### src/nrtm_pkg.sv
// ----------------------------------------------------------------------------
// Nested region timing monitor package
// Shared constants, codes and controller/datapath interface types.
// ----------------------------------------------------------------------------
`default_nettype none

package nrtm_pkg;

    localparam int NUM_REGIONS = 16;
    localparam int MAX_NEST    = 64;
    localparam int MAX_OPEN    = 1024;

    localparam int RW  = $clog2(NUM_REGIONS);
    localparam int NW  = $clog2(MAX_NEST);
    localparam int OW  = $clog2(MAX_OPEN);
    localparam int DW  = $clog2(MAX_NEST + 1);
    localparam int SSW = RW + NW;

    localparam logic [15:0] DEPTH_SAT = 16'hFFFF;

    // event codes
    localparam logic [2:0] OP_BEGIN     = 3'd0;
    localparam logic [2:0] OP_END       = 3'd1;
    localparam logic [2:0] OP_END_INNER = 3'd2;
    localparam logic [2:0] OP_CLEAR     = 3'd3;
    localparam logic [2:0] OP_READ      = 3'd4;

    // status codes
    localparam logic [2:0] ST_OK        = 3'd0;
    localparam logic [2:0] ST_IGNORED   = 3'd1;
    localparam logic [2:0] ST_UNMATCHED = 3'd2;
    localparam logic [2:0] ST_OPEN      = 3'd3;
    localparam logic [2:0] ST_UNTIMED   = 3'd4;

    // config register indexes
    localparam logic CFG_ENABLE  = 1'b0;
    localparam logic CFG_REGIONS = 1'b1;

    typedef enum logic [2:0] {
        S_IDLE,
        S_FETCH,
        S_LOOK,
        S_EXEC,
        S_CLEAR,
        S_OUT
    } state_t;

    // controller -> datapath commands
    typedef struct packed {
        logic capture;  // latch incoming event
        logic fetch;    // read the open-order stack
        logic look;     // read the start-time stack
        logic exec;     // perform update and build result
        logic clr_step; // check one region in the clear sweep
        logic clr_init; // start clear sweep
    } cmd_t;

    // datapath -> controller status
    typedef struct packed {
        logic clr_done;
        logic clr_refuse;
    } stat_t;

endpackage

`default_nettype wire

### src/nrtm_ctrl.sv
// ----------------------------------------------------------------------------
// Nested region timing monitor controller
// Sequences capture, memory fetch, update, clear sweep and result hold.
// ----------------------------------------------------------------------------
`default_nettype none

module nrtm_ctrl (
    input  wire logic            clk,
    input  wire logic            rst_n,
    input  wire logic            in_fire,
    input  wire logic            is_clear,
    input  wire logic            out_fire,
    input  wire nrtm_pkg::stat_t st,
    output nrtm_pkg::cmd_t       cmd,
    output logic                 s_ready,
    output logic                 m_valid
);
    import nrtm_pkg::*;

    state_t state_reg, state_next;

    always_ff @(posedge clk or negedge rst_n)
    begin
        if (!rst_n)
            state_reg <= S_IDLE;
        else
            state_reg <= state_next;
    end

    // next state
    always_comb
    begin
        state_next = state_reg;
        case (state_reg)
            S_IDLE:  if (in_fire) state_next = is_clear ? S_CLEAR : S_FETCH;
            S_FETCH: state_next = S_LOOK;
            S_LOOK:  state_next = S_EXEC;
            S_EXEC:  state_next = S_OUT;
            S_CLEAR: if (st.clr_refuse || st.clr_done) state_next = S_OUT;
            S_OUT:   if (out_fire) state_next = S_IDLE;
            default: state_next = S_IDLE;
        endcase
    end

    // outputs
    always_comb
    begin
        cmd      = '0;
        s_ready  = 1'b0;
        m_valid  = 1'b0;
        case (state_reg)
            S_IDLE:
            begin
                s_ready      = 1'b1;
                cmd.capture  = in_fire;
                cmd.clr_init = in_fire && is_clear;
            end
            S_FETCH: cmd.fetch = 1'b1;
            S_LOOK:  cmd.look = 1'b1;
            S_EXEC:  cmd.exec = 1'b1;
            S_CLEAR: cmd.clr_step = 1'b1;
            S_OUT:   m_valid = 1'b1;
            default: ;
        endcase
    end

endmodule

`default_nettype wire

### config.mk
export PLATFORM = sky130hd
export DESIGN_NAME = nrtm_ctrl
export DESIGN_NICKNAME = d
export VERILOG_FILES = /design/src/nrtm_pkg.sv /design/src/nrtm_ctrl.sv
export SDC_FILE = /design/constraint.sdc
export NUM_CORES = 1
export LEC_CHECK = 0
export BUFFER_PORTS_ARGS = -buffer_cell sky130_fd_sc_hd__buf_2
export CAP_MARGIN = 20
export CORE_AREA = 2 2 39 41
export CTS_BUF_LIST = sky130_fd_sc_hd__clkbuf_8
export DETAILED_ROUTE_END_ITERATION = 10
export DIE_AREA = 0 0 41 43
export GPL_TIMING_DRIVEN = 0
export HOLD_SLACK_MARGIN = 0.15
export PLACE_DENSITY_LB_ADDON = 0.12
export RECOVER_POWER = 50
export REMOVE_ABC_BUFFERS = 1
export SLEW_MARGIN = 20
export SYNTH_ARGS = -nofsm -noshare
export SYNTH_HDL_FRONTEND = slang
export SYNTH_SLANG_ARGS = --single-unit
### constraint.sdc
create_clock -name clk -period 2.02 [get_ports clk]
set_input_delay 0.101 -clock clk [delete_from_list [all_inputs] [get_ports clk]]
set_output_delay 0.101 -clock clk [all_outputs]
set_load 0.05 [all_outputs]
### Word level (Yosys, flattened, before mapping)

Cells that the tools add are included.

* register bits after elaboration: 3
* input port bits: 7
* output and inout bits: 8

* muxes and demuxes: 13
* reductions and logical operators: 4
* equality and inequality tests: 8

Operators with widths (number)
* 3-bit one-hot mux with 6 select lines: 1
* 3-bit 2-to-1 mux: 4
* 1-bit 2-to-1 mux: 8
* 3-bit by 2-bit == test with 1-bit output, second input constant: 2
* 3-bit == test, second input constant: 2
* 2-bit inequality test, second input constant: 3
* 3-bit by 1-bit == test with 1-bit output, second input constant: 1
* 3-bit zero test: 1
* 3-bit AND reduction: 1
* 1-bit logical AND: 1
* 1-bit logical OR: 1

### Depth between registers and ports, before layout

Gate-level depths: netlist of the first run.

* depth in word-level cells: 3
* depth in mapped cells: 4
* depth with buffers taken out: 3

### Least setup slack after synthesis of the first run

OpenSTA, ideal clock, no wires.

* path kind: register to output
* start point: register state_reg[0]
* end point: output cmd[0] (netlist bit)
* path slack: -347 ps
* arrival time: 2266 ps
* stages on the path, launching flop included: 4
* data required time: 1919 ps
* buffers on the path: 1
* cells stage by stage: dfrtp_1 -> buf_8 -> nor3_1 -> and3_1

RTL lines
* start: declaration: RTL line nrtm_ctrl.sv:20 `state_t state_reg, state_next;`
* start signal: assignment: RTL line nrtm_ctrl.sv:27 `state_reg <= state_next;`
* end: declaration: RTL line nrtm_ctrl.sv:14 `output nrtm_pkg::cmd_t cmd,`

### Final worst setup path of the first run

* start point: register state_reg[1]
* end point: output m_valid

* longest elaborated chain between the ends: 2

Ends and longest elaborated chain
* 3-bit == test: RTL line nrtm_ctrl.sv:51 `case (state_reg)`
* 1-bit 2-to-1 mux: RTL line nrtm_ctrl.sv:51
* end: declaration: RTL line nrtm_ctrl.sv:16 `output logic m_valid`

No other way between the ends.

==> key figures, run 1 <==
Status
  • Status: finished clean

Timing
  • Final Max Slew Viols: 0
  • Fin Setup TNS: 0 ps
  • Final Skew: 0.601 ps
  • Measured slew at the worst slew-check pin: 596 ps
  • Final setup vio count: 0
  • Final hold vios: 0
  • Relative slew slack: 0.604
  • RSZ-0062 raised after global routing: false
  • FMAX: 664 MHz
  • Fin crit share: 0.746
  • Fin crit period: 1510 ps

GRT
  • Total gr overflow: 0
  • GRT Overall Usage: 0.0813
  • Initial antenna violation count: 0
  • Vias in the first global route: 254
  • Largest net degree at the start of global routing: 11
  • First-pass GRT wire length: 945 um

CTS
  • CTS Root Cell: clkbuf_8
  • CTS tree: done
  • H-tree depth: 1
  • Clock slew at reported path FFs: 30 ps
  • # clock sinks: 3
  • Post-CTS setup buffer count: 0
  • Clock tree buffer depth: 2
  • Clock Latency Late Sink: 210 ps
  • CTS buffer count: 3

Layout
  • P&R area growth vs syn: 48.6%
  • Filler cells: 158
  • Share of cells above drive strength 1: 0.415
  • ANT cells: 0
  • Reg area: 75.1 um2
  • Largest register FFs: 3
  • Multi-input gate area: 123 um2
  • Final-stage net count: 49
  • Commonest non-fill, non-tap cells in the layout: buf_2 (12), nor3b_1 (5), nor3_1 (3), clkbuf_8 (3), dfrtp_1 (3)
  • Most common cell after layout, fill and taps aside: buf_2

Synth
  • Sequential-to-total area share from yosys stat: 0.328
  • Mean area per synthesized cell: 9.16 um2
  • Flops & latches, synth: 3
  • Netlist cell types: 17
  • Mapped Area: 229 um2
  • Gate Count Post-Synth: 25
  • Warnings, synthesis: 0

Routing
  • TritonRoute pass-1 iters: 1
  • Routed WL per cell: 9.30 um
  • DRT iter0 DRCs: 0
  • Routed Antenna Nets: 0
  • Post-route DRC: 0
  • Drt via density: 4.07
  • Via count: 232
  • Routed WL: 530 um

Run
  • Max-Cap Viols: 0

Floorplan
  • I/O pin cnt: 15
  • Initial cell density of the core: 0.165
  • Core ar.: 0.00138 mm2
  • Die W: 41 um
  • Die Height: 43 um
  • Total die area: 0.00176 mm2
  • Cell row count: 14

Setup path
  • CP max FO: 10
  • Worst Setup Path Type: reg2out
  • Critical Path RT: 1920 ps
  • Setup crit end kind: output pin
  • Critical Path AT: 1410 ps
  • Critical Path Source Type: flip-flop

Placed design
  • IO Port Bufs: 14
  • Placer congestion estimate: 0.666

Min path
  • Hold/Removal Path Class: in2reg
-- cells by family (layout without fill, tap and decap cells) --
kind of cell | Yosys count | after routing | synth area share
simple gates | 17 | 17 | 0.486
flops | 3 | 3 | 0.328
buf+inv | 3 | 19 | 0.137
compound gates | 2 | 2 | 0.0492
-- final timing paths --
kind | from | endpoint | slack (ps) | cells past startpoint
worst max-delay path | state_reg[1] | m_valid | 510 | 2
worst min-delay path | st[0] | state_reg[0] | 210 | 3
worst max register to register | state_reg[0] | state_reg[2] | 830 | 2
worst min register to register | state_reg[2] | state_reg[0] | 620 | 1
max in group asynchronous | rst_n | state_reg[0] | 1650 | 2
min in group asynchronous | rst_n | state_reg[1] | 220 | 2
-- area by class of cell --
cell class,count,share of cell area
clock buffer,3,0.121
timing repair buffer,15,0.228
tap,16,0.0588
multi-input combinational,19,0.360
clock inverter,1,0.0110
sequential,3,0.221
-- Yosys cell counts --
cell type / n / area share
nor3b_1: 5 / 0.16
dfrtp_1: 3 / 0.33
nor3_1: 3 / 0.066
a21oi_1: 1 / 0.022
and2_1: 1 / 0.027
and3_1: 1 / 0.027
and3b_1: 1 / 0.038
and3b_2: 1 / 0.044
buf_2: 1 / 0.022
buf_6: 1 / 0.049
buf_8: 1 / 0.066
nand2_1: 1 / 0.016
nand3b_1: 1 / 0.033
nor2_1: 1 / 0.016
o22ai_1: 1 / 0.027
or2_2: 1 / 0.027
or3_1: 1 / 0.027
-- critical path, stage by stage, from the launching register on --
cell,delay [ps]
dfrtp_1,460
and3b_2,260
clkbuf_1,460
-- routing by layer --
metal	GRT usage	part of all wire
met2	0.103	0.46
met3	0.0209	0.062
met5	0	0
met4	0.0800	0
met1	0.103	0.48
-- stage by stage --
step	cells	cell area [um2]	hold slack, ps	worst slack [ps]	utilization
after floorplan	22	198	-195	-308	-
after global placement	52	288	-102	746	0.208
after detailed placement	52	288	-103	749	0.208
after CTS	57	343	204	519	0.248
after global routing	57	340	213	377	0.246
final	57	340	206	514	0.246
-- timing repair --
item / 4_1_cts / 5_1_grt
endpoints found under the hold margin: 3 / 0
hold buffers: 1 / 0
gates resized for setup: 0 / 0
Power of run 1 is not shown: default switching activity piles up to over one toggle a cycle in this logic, so the estimate is an artifact.
==> run 2, diff against run 1 <==
--- a/config.mk
+++ b/config.mk
@@ -5,6 +5,7 @@
 export SDC_FILE = /design/constraint.sdc
 export NUM_CORES = 1
 export LEC_CHECK = 0
+export ABC_AREA = 1
 export BUFFER_PORTS_ARGS = -buffer_cell sky130_fd_sc_hd__buf_2
 export CAP_MARGIN = 20
 export CORE_AREA = 2 2 39 41
==> constraint.sdc (replaced) <==
create_clock -name clk -period 1.3 [get_ports clk]
set_input_delay 0.065 -clock clk [delete_from_list [all_inputs] [get_ports clk]]
set_output_delay 0.065 -clock clk [all_outputs]
set_load 0.05 [all_outputs]
==> run 2 against run 1 <==
  * Critical path type unchanged
  * Via count up 16%
  * Sequential cell count did not move
  * Final area grew 22%
  * Setup slack got worse by 440 ps
  * Synthesized cell count is 52% higher
  * Worst hold slack lost 47 ps
  * Clock skew increased by 1.5 ps
  * Area after synthesis increased by 2.7%
  * Global-route usage increased by 0.23 points
  * Final cell count is 28% higher
  * Sequential share of layout area is 3.1 points lower
  * Highest routed layer unchanged
==> key figures, run 2 <==
Status
  • Status: finished clean

Setup path
  • Critical Path Slowest Stage Cell: dfrtp_2
  • Setup crit end kind: output pin
  • Critical Path Source Type: flip-flop
  • Worst Setup Path Type: reg2out
  • Critical Path RT: 1240 ps
  • Reg2Reg Depth: 4
  • Critical Path AT: 1160 ps
  • R2R Setup Slk: 230 ps
  • Max stage delay on crit path: 430 ps
  • Reg2reg end: state_reg[0]
  • CP max FO: 5
  • Crit path buffers/inverters: 1
  • Cells along the critical path: nor2_4 -> nand2_2 -> nor2_2 -> buf_6
  • Top delay family on crit path: flip-flops
  • Reg2Reg Launch Point: state_reg[1]

Floorplan
  • Initial cell density of the core: 0.170
  • Die Height: 43 um
  • Die W: 41 um
  • Total die area: 0.00176 mm2
  • I/O pin cnt: 15
  • Core ar.: 0.00138 mm2
  • Cell row count: 14

Placed design
  • # placed instances: 68
  • Final HPWL DP: 463 um
  • IO Port Bufs: 14
  • Placement-stage worst setup slack: 116 ps
  • Placer congestion estimate: 0.641

GRT
  • First-pass GRT wire length: 952 um
  • Total gr overflow: 0
  • GRT Overall Usage: 0.0836
  • Largest net degree at the start of global routing: 8
  • Initial antenna violation count: 0
  • Vias in the first global route: 235

Timing
  • Final Max Slew Viols: 0
  • Fin crit period: 1230 ps
  • Final WS setup: 70.1 ps
  • Measured slew at the worst slew-check pin: 248 ps
  • Fin crit share: 0.946
  • RSZ-0062 raised after global routing: true
  • Final hold vios: 0
  • Relative slew slack: 0.836
  • Final Skew: 2.14 ps
  • Final setup vio count: 0
  • FMAX: 813 MHz

Routing
  • Routed Antenna Nets: 0
  • Via count: 269
  • Post-route DRC: 0
  • Routed WL per cell: 7.79 um
  • DRT iter0 DRCs: 6
  • Drt via density: 3.68
  • Routed WL: 569 um
  • TritonRoute pass-1 iters: 2

Min path
  • Hold/Removal Path Class: in2reg
  • Hold endpoint: state_reg[0]
  • Worst min-delay path startpoint: out_fire
  • Min-Delay Path Depth: 3

Layout
  • Fin util: 0.300
  • Largest register FFs: 3
  • ANT cells: 0
  • Filler cells: 165
  • P&R area growth vs syn: 76.6%
  • Share of cells above drive strength 1: 0.456
  • Final-stage net count: 65
  • Commonest non-fill, non-tap cells in the layout: inv_1 (9), buf_2 (7), nand2_1 (6)
  • Post-Layout Cell Count: 73
  • Most common cell after layout, fill and taps aside: inv_1

Power and ir drop
  • Pwr dens: 3040 mW/mm2
  • Power Total: 1260 uW
  • Lkg Pwr: 0.000236 uW
  • Max IR drop VDD: 728 uV

Synth
  • Synth top area share: 0.319
  • Post-synth top cells: inv_1 (8), nand2_1 (7), nor2_1 (6), dfrtp_1 (3), nor2_2 (3)
  • EDFF count, synth: 0
  • Mean area per synthesized cell: 6.19 um2
  • Mapped Area: 235 um2
  • Warnings, synthesis: 0
  • Netlist cell types: 14
  • Sequential-to-total area share from yosys stat: 0.319
  • Synth area leaders: dfrtp_1 (32%), inv_1 (13%), nand2_1 (11%)
  • Largest area contributor in the netlist: dfrtp_1
  • Most frequent cell after synthesis: inv_1
  • Gate Count Post-Synth: 38
  • Ys flop type: dfrtp_1
  • Asr flop ratio synth: 1.00
  • Flops & latches, synth: 3

Run
  • Max-Cap Viols: 0

CTS
  • CTS tree: done
  • CTS Root Cell: clkbuf_8
  • CTS buffer count: 3
  • # clock sinks: 3
  • Clock tree buffer depth: 2
  • Clock Latency Late Sink: 210 ps
  • Clock slew at reported path FFs: 30 ps
  • H-tree depth: 1
  • Post-CTS setup buffer count: 0
-- run 2: changes by cell type in the layout (fill, tap and decap cells not counted), sizes merged, moves of 2 or more --
| cell | previous run | this run |
|---|---|---|
| inv | 1 | 10 |
| and3b | 2 | 0 |
| nor2 | 1 | 9 |
| nand3 | 0 | 2 |
| nor3 | 3 | 0 |
| nand2 | 1 | 8 |
| nor3b | 5 | 0 |
-- run 2: kinds of logic (layout without fill, tap and decap cells) --
kind of cell    count (synthesis)  count (layout)  share of synthesized area
flops                           3               3                      0.319
simple gates                   20              20                      0.383
compound gates                  6               6                      0.154
buf+inv                         9              28                      0.144
-- run 2: worst max-delay path by stage --
stage | start | to | slack (ps) | depth (start not counted)
finish | state_reg[1] | cmd[5] | 70 | 4
global route | state_reg[1] | cmd[1] | -5 | 4
CTS | state_reg[0] | cmd[0] | 6 | 4
detailed placement | state_reg[0] | cmd[0] | 120 | 4
global placement | state_reg[0] | cmd[5] | 100 | 4
floorplan | state_reg[0] | state_reg[2] | -150 | 4
-- run 2: where the power goes --
part	internal (uW)	switching, uW	total (uW)	leakage (uW)
clock network	201	61.1	262	0.0000269
logic	232	537	770	0.000176
registers	148	81.8	230	0.0000338
total	582	680	1260	0.000236
-- run 2: final cells by class --
type,count,area (um2),area share
Clock inverter,1,3.75,0.00904
Multi-Input combinational cell,26,136,0.328
Sequential cell,3,78.8,0.190
Inverter,9,33.8,0.0813
Tap cell,16,20.0,0.0482
Clock buffer,3,41.3,0.0994
Timing Repair Buffer,15,101,0.244
-- run 2: per-stage QoR --
step / setup TNS [ps] / hold slack (ps) / cell area, um2
CTS: 0 / 161 / 398
detailed placement: 0 / -137 / 325
finish: 0 / 159 / 415
global placement: 0 / -137 / 325
global route: -5.12 / 189 / 415
floorplan: -409 / -231 / 235
-- run 2: worst min-delay path, stage by stage --
cell      delay [ps]
buf_2             70
nor2_1            40
o21bai_1         150
-- run 2: layer usage --
layer	global-route usage	share of wire	vias up
met5	0	0	-
met4	0.0600	0	0
met3	0.0471	0.058	0
met2	0.0969	0.47	9
met1	0.110	0.47	108
li1	-	-	152
-- run 2: what timing repair did --
item,in CTS,in global routing
hold endpoints to repair,3,0
gates cloned,0,0
gates resized for setup,6,10
hold buffers,1,0
pin swaps,0,1
endpoints found under the setup margin,4,6
Note: power is estimated with default switching activity, not from simulation.
